[src/hw/rtl/sample_average_encode_uart_tx_macros.svh]
// Assertion helpers for the RTL file that carries checks.
// Every check is clocked on clk_i and is off while rst_ni is low.
`ifndef SAMPLE_AVERAGE_ENCODE_UART_TX_MACROS_SVH
`define SAMPLE_AVERAGE_ENCODE_UART_TX_MACROS_SVH

// The property must hold in the same cycle.
`define SAE_ASSERT_SAME(label, cond, prop, msg) \
  label: assert property (@(posedge clk_i) disable iff (!rst_ni) (cond) |-> (prop)) \
    else $error(msg);

// The property must hold in the cycle after the condition.
`define SAE_ASSERT_NEXT(label, cond, prop, msg) \
  label: assert property (@(posedge clk_i) disable iff (!rst_ni) (cond) |=> (prop)) \
    else $error(msg);

`endif

[src/hw/rtl/sae_pkg.sv]
package sae_pkg;

  localparam int unsigned AVG_SAMPLES_DEF = 16;
  localparam int unsigned SAMPLE_W = 8;
  localparam int unsigned CHAN_W = 3;
  localparam int unsigned SUM_W = 12;
  localparam int unsigned STOP_W = 2;
  localparam int unsigned IDX_W = 4;
  localparam int unsigned RECIP_SHIFT = 20;

  localparam logic MODE_SAMPLE = 1'b0;
  localparam logic MODE_TICK = 1'b1;

  localparam logic [SAMPLE_W-1:0] NIBBLE_MASK = 8'h0F;
  localparam logic [SAMPLE_W-1:0] HIGH_FLAG = 8'h80;
  localparam logic [SAMPLE_W-1:0] AVG_MAX = 8'hFF;
  localparam logic [IDX_W-1:0] DATA_BITS = 4'd8;

  typedef struct packed {
    logic done;
    logic [SAMPLE_W-1:0] byte_lo;
    logic [SAMPLE_W-1:0] byte_hi;
  } group_t;

  typedef struct packed {
    logic tx_line;
    logic busy;
    logic overrun;
  } tx_status_t;

endpackage

[src/hw/rtl/sae_if.sv]
interface sae_in_if import sae_pkg::*; ();
  logic valid;
  logic ready;
  logic mode;
  logic [CHAN_W-1:0] channel;
  logic [SAMPLE_W-1:0] sample;

  modport source (output valid, mode, channel, sample, input ready);
  modport sink (input valid, mode, channel, sample, output ready);
endinterface

interface sae_out_if;
  logic valid;
  logic ready;
  logic tx_line;
  logic busy_res;
  logic group_done;
  logic overrun;

  modport source (output valid, tx_line, busy_res, group_done, overrun, input ready);
  modport sink (input valid, tx_line, busy_res, group_done, overrun, output ready);
endinterface

interface sae_cfg_if import sae_pkg::*; ();
  logic valid;
  logic ready;
  logic [STOP_W-1:0] stop_bits;

  modport source (output valid, stop_bits, input ready);
  modport sink (input valid, stop_bits, output ready);
endinterface

[src/hw/rtl/sae_avg.sv]
module sae_avg import sae_pkg::*; #(
  parameter int unsigned AvgSamples = AVG_SAMPLES_DEF
) (
  input  logic                clk_i,
  input  logic                rst_ni,
  input  logic                sample_en_i,
  input  logic [CHAN_W-1:0]   channel_i,
  input  logic [SAMPLE_W-1:0] sample_i,
  output group_t              group_o
);

  localparam int unsigned CntW = (AvgSamples > 1) ? $clog2(AvgSamples) : 1;
  localparam logic [CntW-1:0] CntLast = CntW'(AvgSamples - 1);
  localparam int unsigned RecipW = RECIP_SHIFT + 1;
  localparam logic [RecipW-1:0] Recip =
    RecipW'(((64'd1 << RECIP_SHIFT) + AvgSamples - 1) / AvgSamples);
  localparam int unsigned ProdW = SUM_W + RecipW;

  logic [SUM_W-1:0] sum_q, sum_d, sum_new;
  logic [CntW-1:0] cnt_q, cnt_d;
  logic [CHAN_W-1:0] chan_q, chan_d, chan_grp;
  logic [ProdW-1:0] prod;
  logic [ProdW-RECIP_SHIFT-1:0] quot;
  logic [SAMPLE_W-1:0] avg;
  logic last;

  assign sum_new = sum_q + SUM_W'(sample_i);
  assign last = (cnt_q == CntLast);
  assign chan_grp = (cnt_q == '0) ? channel_i : chan_q;

  // The group mean is taken by a reciprocal multiply, exact for every 12-bit sum.
  assign prod = ProdW'(sum_new) * ProdW'(Recip);
  assign quot = prod[ProdW-1:RECIP_SHIFT];
  assign avg = (quot > (ProdW-RECIP_SHIFT)'(AVG_MAX)) ? AVG_MAX : quot[SAMPLE_W-1:0];

  always_comb begin
    sum_d = sum_q;
    cnt_d = cnt_q;
    chan_d = chan_q;
    if (sample_en_i) begin
      chan_d = chan_grp;
      if (last) begin
        sum_d = '0;
        cnt_d = '0;
      end else begin
        sum_d = sum_new;
        cnt_d = cnt_q + CntW'(1);
      end
    end
  end

  always_ff @(posedge clk_i or negedge rst_ni) begin
    if (!rst_ni) begin
      sum_q <= '0;
      cnt_q <= '0;
      chan_q <= '0;
    end else begin
      sum_q <= sum_d;
      cnt_q <= cnt_d;
      chan_q <= chan_d;
    end
  end

  assign group_o.done = sample_en_i && last;
  assign group_o.byte_lo = (avg & NIBBLE_MASK) | {1'b0, chan_grp, 4'b0000};
  assign group_o.byte_hi = (avg >> 4) | HIGH_FLAG | {1'b0, chan_grp, 4'b0000};

endmodule

[src/hw/rtl/sae_tx.sv]
module sae_tx import sae_pkg::*; (
  input  logic              clk_i,
  input  logic              rst_ni,
  input  logic              tick_en_i,
  input  group_t            group_i,
  input  logic [STOP_W-1:0] stop_bits_i,
  output tx_status_t        status_o
);

  logic sending_q, sending_d;
  logic [IDX_W-1:0] idx_q, idx_d, last_idx, stop_cnt;
  logic [1:0] cnt_q, cnt_d;
  logic [SAMPLE_W-1:0] byte0_q, byte0_d, byte1_q, byte1_d;
  logic [2:0] bit_sel;
  logic busy_cur;
  logic line_lvl;

  always_comb begin
    unique case (stop_bits_i)
      2'd0, 2'd1: stop_cnt = 4'd1;
      default:    stop_cnt = 4'd2;
    endcase
  end

  assign last_idx = DATA_BITS + stop_cnt;
  assign busy_cur = sending_q || (cnt_q != 2'd0);

  always_comb begin
    sending_d = sending_q;
    idx_d = idx_q;
    cnt_d = cnt_q;
    byte0_d = byte0_q;
    byte1_d = byte1_q;
    if (group_i.done && !busy_cur) begin
      byte0_d = group_i.byte_lo;
      byte1_d = group_i.byte_hi;
      cnt_d = 2'd2;
    end
    if (tick_en_i) begin
      priority if (!sending_q) begin
        sending_d = (cnt_q != 2'd0);
        idx_d = '0;
      end else if (idx_q >= last_idx) begin
        byte0_d = byte1_q;
        cnt_d = (cnt_q != 2'd0) ? cnt_q - 2'd1 : 2'd0;
        sending_d = (cnt_q > 2'd1);
        idx_d = '0;
      end else begin
        idx_d = idx_q + IDX_W'(1);
      end
    end
  end

  always_ff @(posedge clk_i or negedge rst_ni) begin
    if (!rst_ni) begin
      sending_q <= 1'b0;
      idx_q <= '0;
      cnt_q <= '0;
    end else begin
      sending_q <= sending_d;
      idx_q <= idx_d;
      cnt_q <= cnt_d;
    end
  end

  always_ff @(posedge clk_i) begin
    byte0_q <= byte0_d;
    byte1_q <= byte1_d;
  end

  assign bit_sel = 3'(idx_d - IDX_W'(1));

  always_comb begin
    priority if (!sending_d) begin
      line_lvl = 1'b1;
    end else if (idx_d == '0) begin
      line_lvl = 1'b0;
    end else if (idx_d <= DATA_BITS) begin
      line_lvl = byte0_d[bit_sel];
    end else begin
      line_lvl = 1'b1;
    end
  end

  assign status_o.tx_line = line_lvl;
  assign status_o.busy = sending_d || (cnt_d != 2'd0);
  assign status_o.overrun = group_i.done && busy_cur;

endmodule

[src/hw/rtl/sample_average_encode_uart_tx.sv]
// Sample averager with an 8N1-style serial transmitter. Each input beat is either a
// converter sample (mode 0) or one serial bit time (mode 1) and yields exactly one
// result beat with the line level, the busy flag, and the group-done and overrun
// flags after that beat. Beats pass through an input register and a result register
// with all work in between, so one beat is taken every clock cycle and each beat's result is
// registered from the input register into the result register, paced only by the result side's ready.
// A group that completes while bytes are still queued or sending is dropped and
// flagged as an overrun. The stop bit count may be written only while the block is idle.
`include "sample_average_encode_uart_tx_macros.svh"

module sample_average_encode_uart_tx import sae_pkg::*; #(
  parameter int unsigned AvgSamples = AVG_SAMPLES_DEF
) (
  input  logic clk_i,
  input  logic rst_ni,
  sae_cfg_if.sink   cfg_i,
  sae_in_if.sink    in_i,
  sae_out_if.source out_o
);

  logic [STOP_W-1:0] stop_bits_q;
  logic s1_valid_q, s1_valid_d;
  logic s1_mode_q;
  logic [CHAN_W-1:0] s1_channel_q;
  logic [SAMPLE_W-1:0] s1_sample_q;
  logic out_valid_q, out_valid_d;
  logic in_fire, advance;
  group_t group;
  tx_status_t status;
  logic res_line_q, res_busy_q, res_done_q, res_ovr_q;

  assign cfg_i.ready = 1'b1;

  always_ff @(posedge clk_i or negedge rst_ni) begin
    if (!rst_ni) begin
      stop_bits_q <= STOP_W'(1);
    end else if (cfg_i.valid) begin
      stop_bits_q <= cfg_i.stop_bits;
    end
  end

  assign advance = s1_valid_q && (!out_valid_q || out_o.ready);
  assign in_i.ready = !s1_valid_q || advance;
  assign in_fire = in_i.valid && in_i.ready;

  assign s1_valid_d = in_fire ? 1'b1 : (advance ? 1'b0 : s1_valid_q);
  assign out_valid_d = advance ? 1'b1 : (out_o.ready ? 1'b0 : out_valid_q);

  always_ff @(posedge clk_i or negedge rst_ni) begin
    if (!rst_ni) begin
      s1_valid_q <= 1'b0;
      out_valid_q <= 1'b0;
    end else begin
      s1_valid_q <= s1_valid_d;
      out_valid_q <= out_valid_d;
    end
  end

  always_ff @(posedge clk_i) begin
    if (in_fire) begin
      s1_mode_q <= in_i.mode;
      s1_channel_q <= in_i.channel;
      s1_sample_q <= in_i.sample;
    end
  end

  sae_avg #(
    .AvgSamples(AvgSamples)
  ) u_avg (
    .clk_i,
    .rst_ni,
    .sample_en_i(advance && (s1_mode_q == MODE_SAMPLE)),
    .channel_i  (s1_channel_q),
    .sample_i   (s1_sample_q),
    .group_o    (group)
  );

  sae_tx u_tx (
    .clk_i,
    .rst_ni,
    .tick_en_i  (advance && (s1_mode_q == MODE_TICK)),
    .group_i    (group),
    .stop_bits_i(stop_bits_q),
    .status_o   (status)
  );

  always_ff @(posedge clk_i) begin
    if (advance) begin
      res_line_q <= status.tx_line;
      res_busy_q <= status.busy;
      res_done_q <= group.done;
      res_ovr_q <= status.overrun;
    end
  end

  assign out_o.valid = out_valid_q;
  assign out_o.tx_line = res_line_q;
  assign out_o.busy_res = res_busy_q;
  assign out_o.group_done = res_done_q;
  assign out_o.overrun = res_ovr_q;

  `SAE_ASSERT_SAME(a_ovr_needs_done, out_valid_q && res_ovr_q, res_done_q, "overrun without group done")
  `SAE_ASSERT_SAME(a_low_needs_busy, out_valid_q && !res_line_q, res_busy_q, "line low while not busy")
  `SAE_ASSERT_NEXT(a_accept_loads, in_fire, s1_valid_q, "accepted beat not held in input stage")
  `SAE_ASSERT_NEXT(a_advance_shows, advance, out_valid_q, "advanced beat not shown on result side")

endmodule

[src/flat_wrapper.sv]
// flat-port wrapper written by rule: the top's interface ports become plain ports
module sample_average_encode_uart_tx_flat import sae_pkg::*;
#(
  parameter int unsigned AvgSamples = AVG_SAMPLES_DEF
)
  (clk_i, rst_ni, cfg_i_valid, cfg_i_stop_bits, cfg_i_ready, in_i_valid, in_i_mode, in_i_channel, in_i_sample, in_i_ready, out_o_valid, out_o_tx_line, out_o_busy_res, out_o_group_done, out_o_overrun, out_o_ready);
  sae_cfg_if cfg_i_i ();
  sae_in_if in_i_i ();
  sae_out_if out_o_i ();
  input  logic clk_i;
  input  logic rst_ni;
  input wire logic [$bits(cfg_i_i.valid)-1:0] cfg_i_valid;
  input wire logic [$bits(cfg_i_i.stop_bits)-1:0] cfg_i_stop_bits;
  output wire logic [$bits(cfg_i_i.ready)-1:0] cfg_i_ready;
  input wire logic [$bits(in_i_i.valid)-1:0] in_i_valid;
  input wire logic [$bits(in_i_i.mode)-1:0] in_i_mode;
  input wire logic [$bits(in_i_i.channel)-1:0] in_i_channel;
  input wire logic [$bits(in_i_i.sample)-1:0] in_i_sample;
  output wire logic [$bits(in_i_i.ready)-1:0] in_i_ready;
  output wire logic [$bits(out_o_i.valid)-1:0] out_o_valid;
  output wire logic [$bits(out_o_i.tx_line)-1:0] out_o_tx_line;
  output wire logic [$bits(out_o_i.busy_res)-1:0] out_o_busy_res;
  output wire logic [$bits(out_o_i.group_done)-1:0] out_o_group_done;
  output wire logic [$bits(out_o_i.overrun)-1:0] out_o_overrun;
  input wire logic [$bits(out_o_i.ready)-1:0] out_o_ready;
  assign cfg_i_i.valid = cfg_i_valid;
  assign cfg_i_i.stop_bits = cfg_i_stop_bits;
  assign cfg_i_ready = cfg_i_i.ready;
  assign in_i_i.valid = in_i_valid;
  assign in_i_i.mode = in_i_mode;
  assign in_i_i.channel = in_i_channel;
  assign in_i_i.sample = in_i_sample;
  assign in_i_ready = in_i_i.ready;
  assign out_o_valid = out_o_i.valid;
  assign out_o_tx_line = out_o_i.tx_line;
  assign out_o_busy_res = out_o_i.busy_res;
  assign out_o_group_done = out_o_i.group_done;
  assign out_o_overrun = out_o_i.overrun;
  assign out_o_i.ready = out_o_ready;
  sample_average_encode_uart_tx #(.AvgSamples(AvgSamples)) u_core (.clk_i(clk_i), .rst_ni(rst_ni), .cfg_i(cfg_i_i), .in_i(in_i_i), .out_o(out_o_i));
endmodule
[config.mk]
export PLATFORM = sky130hd
export DESIGN_NAME = sample_average_encode_uart_tx_flat
export DESIGN_NICKNAME = d
export VERILOG_FILES = /design/src/hw/rtl/sae_pkg.sv /design/src/hw/rtl/sae_if.sv /design/src/hw/rtl/sae_avg.sv /design/src/hw/rtl/sae_tx.sv /design/src/hw/rtl/sample_average_encode_uart_tx.sv /design/src/flat_wrapper.sv
export VERILOG_INCLUDE_DIRS = /design/src /design/src/hw/rtl
export SDC_FILE = /design/constraint.sdc
export NUM_CORES = 1
export LEC_CHECK = 0
export BUFFER_PORTS_ARGS = -buffer_cell sky130_fd_sc_hd__buf_2
export CORE_UTILIZATION = 50
export CTS_CLUSTER_SIZE = 10
export DETAILED_ROUTE_END_ITERATION = 8
export PLACE_DENSITY = 0.77
export SKIP_CTS_REPAIR_TIMING = 1
export SYNTH_ARGS = -nofsm -noshare
export SYNTH_HDL_FRONTEND = slang
export SYNTH_SLANG_ARGS = --single-unit
[constraint.sdc]
create_clock -name clk_i -period 5.9 [get_ports clk_i]
set_clock_uncertainty 0.05 [all_clocks]
set_input_delay 0.295 -clock clk_i [delete_from_list [all_inputs] [get_ports clk_i]]
set_output_delay 0.295 -clock clk_i [all_outputs]
set_load 0.1 [all_outputs]
==> flow_summary.ini <==
[setup_path]
cp.required_ns = 5.95
critPathKind = flop to flop
worst-path-max-fanout = 6
critical-path-max-stage-delay_ns = 0.41
r2r_start = u_core.u_tx.idx_q[0]
worst_path_most_repeated_cell = ha_1
cp_top_family = compound AO/OA/AOI/OAI gates
rr_endpoint = u_core.out_o.tx_line
path_cells = inv_1 -> ha_1 -> nor2b_1 -> o211ai_1 -> o21ai_2 -> inv_2 -> ha_1 -> xor2_1 -> a2111oi_4 -> a2111oi_2 -> maj3_2 -> nand2_1
crit_path_end_kind = flop
cp-start-kind = flop
regToRegSetupSlack_ns = 2.64
rr_worst_depth = 12
critPathLaunch = u_core.u_tx.idx_q[0]
crit_buf_inv = 2
worst_path_max_delay_cell = dfrtp_1
arrival_ns = 3.31

[synth]
yosys_register_bits = 60
yosysWarnings = 0
avgSynthCellArea_sq_um = 11.0
netlist_area_sq_um = 3050
synth_xor_area_frac = 0.0287
ys_seq_area_frac = 0.516
syn_nets = 313
synth_simple_gate_area_frac = 0.167
synthCells = 278
muxShareOfSynthArea = 0.0352
synth_compound_area_frac = 0.151
synthAdderAreaFrac = 0.0717
synth_async_sr_flop_share = 0.483
synth-edff-count = 23
synth-main-ff-cell = dfrtp_1
synth_top_family_by_area = simple AND/OR/NAND/NOR gates
synth.distinct_cells = 59

[power_and_ir_drop]
power_density_nw_per_um2 = 507
p_leak_nw = 1.44
power.total_w = 0.00174
peakVddDrop_uv = 275

[die]
start_util = 0.516
dieArea_sq_um = 6420
rows = 28
io_pins = 26
die_x_um = 80.1
fp.dieH_um = 80.1
core_sq_um = 5920

[place]
io_buffer_count = 23
pre_cts_ws_ns = 2.63
gp_congestion = 0.791
hpwlAfterDp_um = 3830

[cells_and_area]
layout-drive-gt1-share = 0.192
area_growth_pct = 12.7
diodes = 0
layout_common_cells = nand2_1, dfrtp_1, buf_2, edfxtp_1, nor2_1
nets = 343
post-route-util = 0.581
final_common_cell = nand2_1

[cts]
numClockSinks = 60
clkLatencyLatePin_ns = 0.34
numCtsBuffers = 9
cts_tree = built
cts_root_buf = clkbuf_8
clk_pin_slew_ns = 0.07
h-tree-depth = 3
clockBufferDepth = 2

[global_route]
grt_overflow = 0
grt_pass1_vias = 2016
antenna_found_initial = 0
grt_start_max_net_pins = 30
gr-usage-all-layers = 0.195
grt_pass1_wl_um = 9190

[drt]
vias = 2086
drc = 0
routed_wl_um = 5450
drtIter0Drc = 101
drt-vias-per-instance = 5.38
first_pass_iters = 6
drtAntennaViolNets = 0
routedWlPerCell_um = 14.1

[sta]
hold_ws_ns = 0.0701
fin_setup_tns_ns = 0
rsz0062_at_grt = no
setup_viol = 0
final.period_utilization = 0.552
finalHoldViolCount = 0
finalWorstSetupSlack_ns = 2.64
period_minus_slack_ns = 3.26
drv_slew = 0
max-slew-margin-rel = 0.511
max_slew.worst_pin.slew_ns = 0.731
timing.fmax_ghz = 0.307

[worst_hold_path]
holdPathEnd = u_core.s1_channel_q[2]
holdPathStages = 1
min_from = in_i_channel[2]
min_path_type = primary input to flop

[status]
status = finished clean

[flow_run]
drv_cap = 0
[layout make-up]
| class | count | area (sq um) |
|---|---|---|
| Tap cell | 75 | 93.8 |
| Multi-Input combinational cell | 198 | 1390 |
| Sequential cell | 60 | 1580 |
| Inverter | 15 | 56.3 |
| Timing Repair Buffer | 24 | 125 |
| Clock buffer | 13 | 180 |
| Clock inverter | 3 | 17.5 |
| Fill cell | 482 | 2480 |
[metrics by stage]
| stage | instances | cell area, sq um |
|---|---|---|
| final | 388 | 3440 |
| after CTS | 387 | 3430 |
| after global placement | 371 | 3230 |
| after detailed placement | 371 | 3230 |
| after global routing | 388 | 3440 |
| after floorplan | 278 | 3050 |
[routing by layer]
metal	track usage	share of wire
met1	0.248	0.48
met2	0.312	0.47
met3	0.0648	0.034
met4	0.0679	0.016
met5	0	0
[cell families after synthesis]
logic type      after synthesis
flops                        60
buf+inv                      20
mux                          10
compound gates               63
simple gates                 97
fa+ha+maj                    17
other cells                   1
xor+xnor                     10
[sequential cells by signal, summed over array words and instances (netlist names), 2 cells and up]
signal / cells
u_core.u_avg.sum_q: 12
u_core.s1_sample_q: 8
u_core.u_tx.byte0_q: 8
u_core.u_tx.byte1_q: 7
u_core.u_avg.cnt_q: 4
u_core.u_tx.idx_q: 4
u_core.s1_channel_q: 3
u_core.u_avg.chan_q: 3
u_core.u_tx.cnt_q: 2
[power by group]
part / switching [W] / internal [W]
registers: 0.0000833 / 0.000565
clock network: 0.000163 / 0.000200
logic: 0.000418 / 0.000315
total: 0.000664 / 0.00108
[how the worst max path moves through the flow]
| stage | end | slack, ns | cells after the start |
|---|---|---|---|
| 2_1_floorplan | u_core.out_o.tx_line | 2.68 | 10 |
| 3_3_place_gp | u_core.out_o.tx_line | 2.72 | 12 |
| 3_5_place_dp | u_core.out_o.tx_line | 2.63 | 12 |
| 4_1_cts | u_core.out_o.tx_line | 2.61 | 12 |
| 5_1_grt | u_core.out_o.tx_line | 2.47 | 12 |
| 6_report | u_core.out_o.tx_line | 2.64 | 12 |
[Yosys cell counts, types with 2 or more instances]
library cell | n | area, sq um
and2_2 | 2 | 15.0
nor2b_1 | 5 | 31.3
and2_1 | 3 | 18.8
xnor2_1 | 7 | 61.3
a21o_1 | 2 | 15.0
a211oi_1 | 4 | 30.0
dfxtp_1 | 8 | 160
o31ai_1 | 5 | 37.5
o211ai_1 | 3 | 22.5
o21ai_0 | 17 | 85.1
xor2_1 | 3 | 26.3
nor2_1 | 21 | 78.8
a21oi_1 | 7 | 35.0
inv_2 | 2 | 7.51
edfxtp_1 | 23 | 691
mux2_2 | 6 | 67.6
nand2_1 | 31 | 116
nor3_1 | 3 | 15.0
or3_1 | 2 | 12.5
inv_1 | 13 | 48.8
nand3_1 | 9 | 45.0
dfrtp_1 | 29 | 726
o21bai_1 | 2 | 15.0
ha_1 | 15 | 188
o21a_1 | 3 | 22.5
mux2i_1 | 4 | 40.0
nand2b_1 | 6 | 37.5
a22o_1 | 7 | 61.3
nor3b_1 | 4 | 30.0
clkbuf_1 | 3 | 11.3
Power figures use the tool's default switching activity.
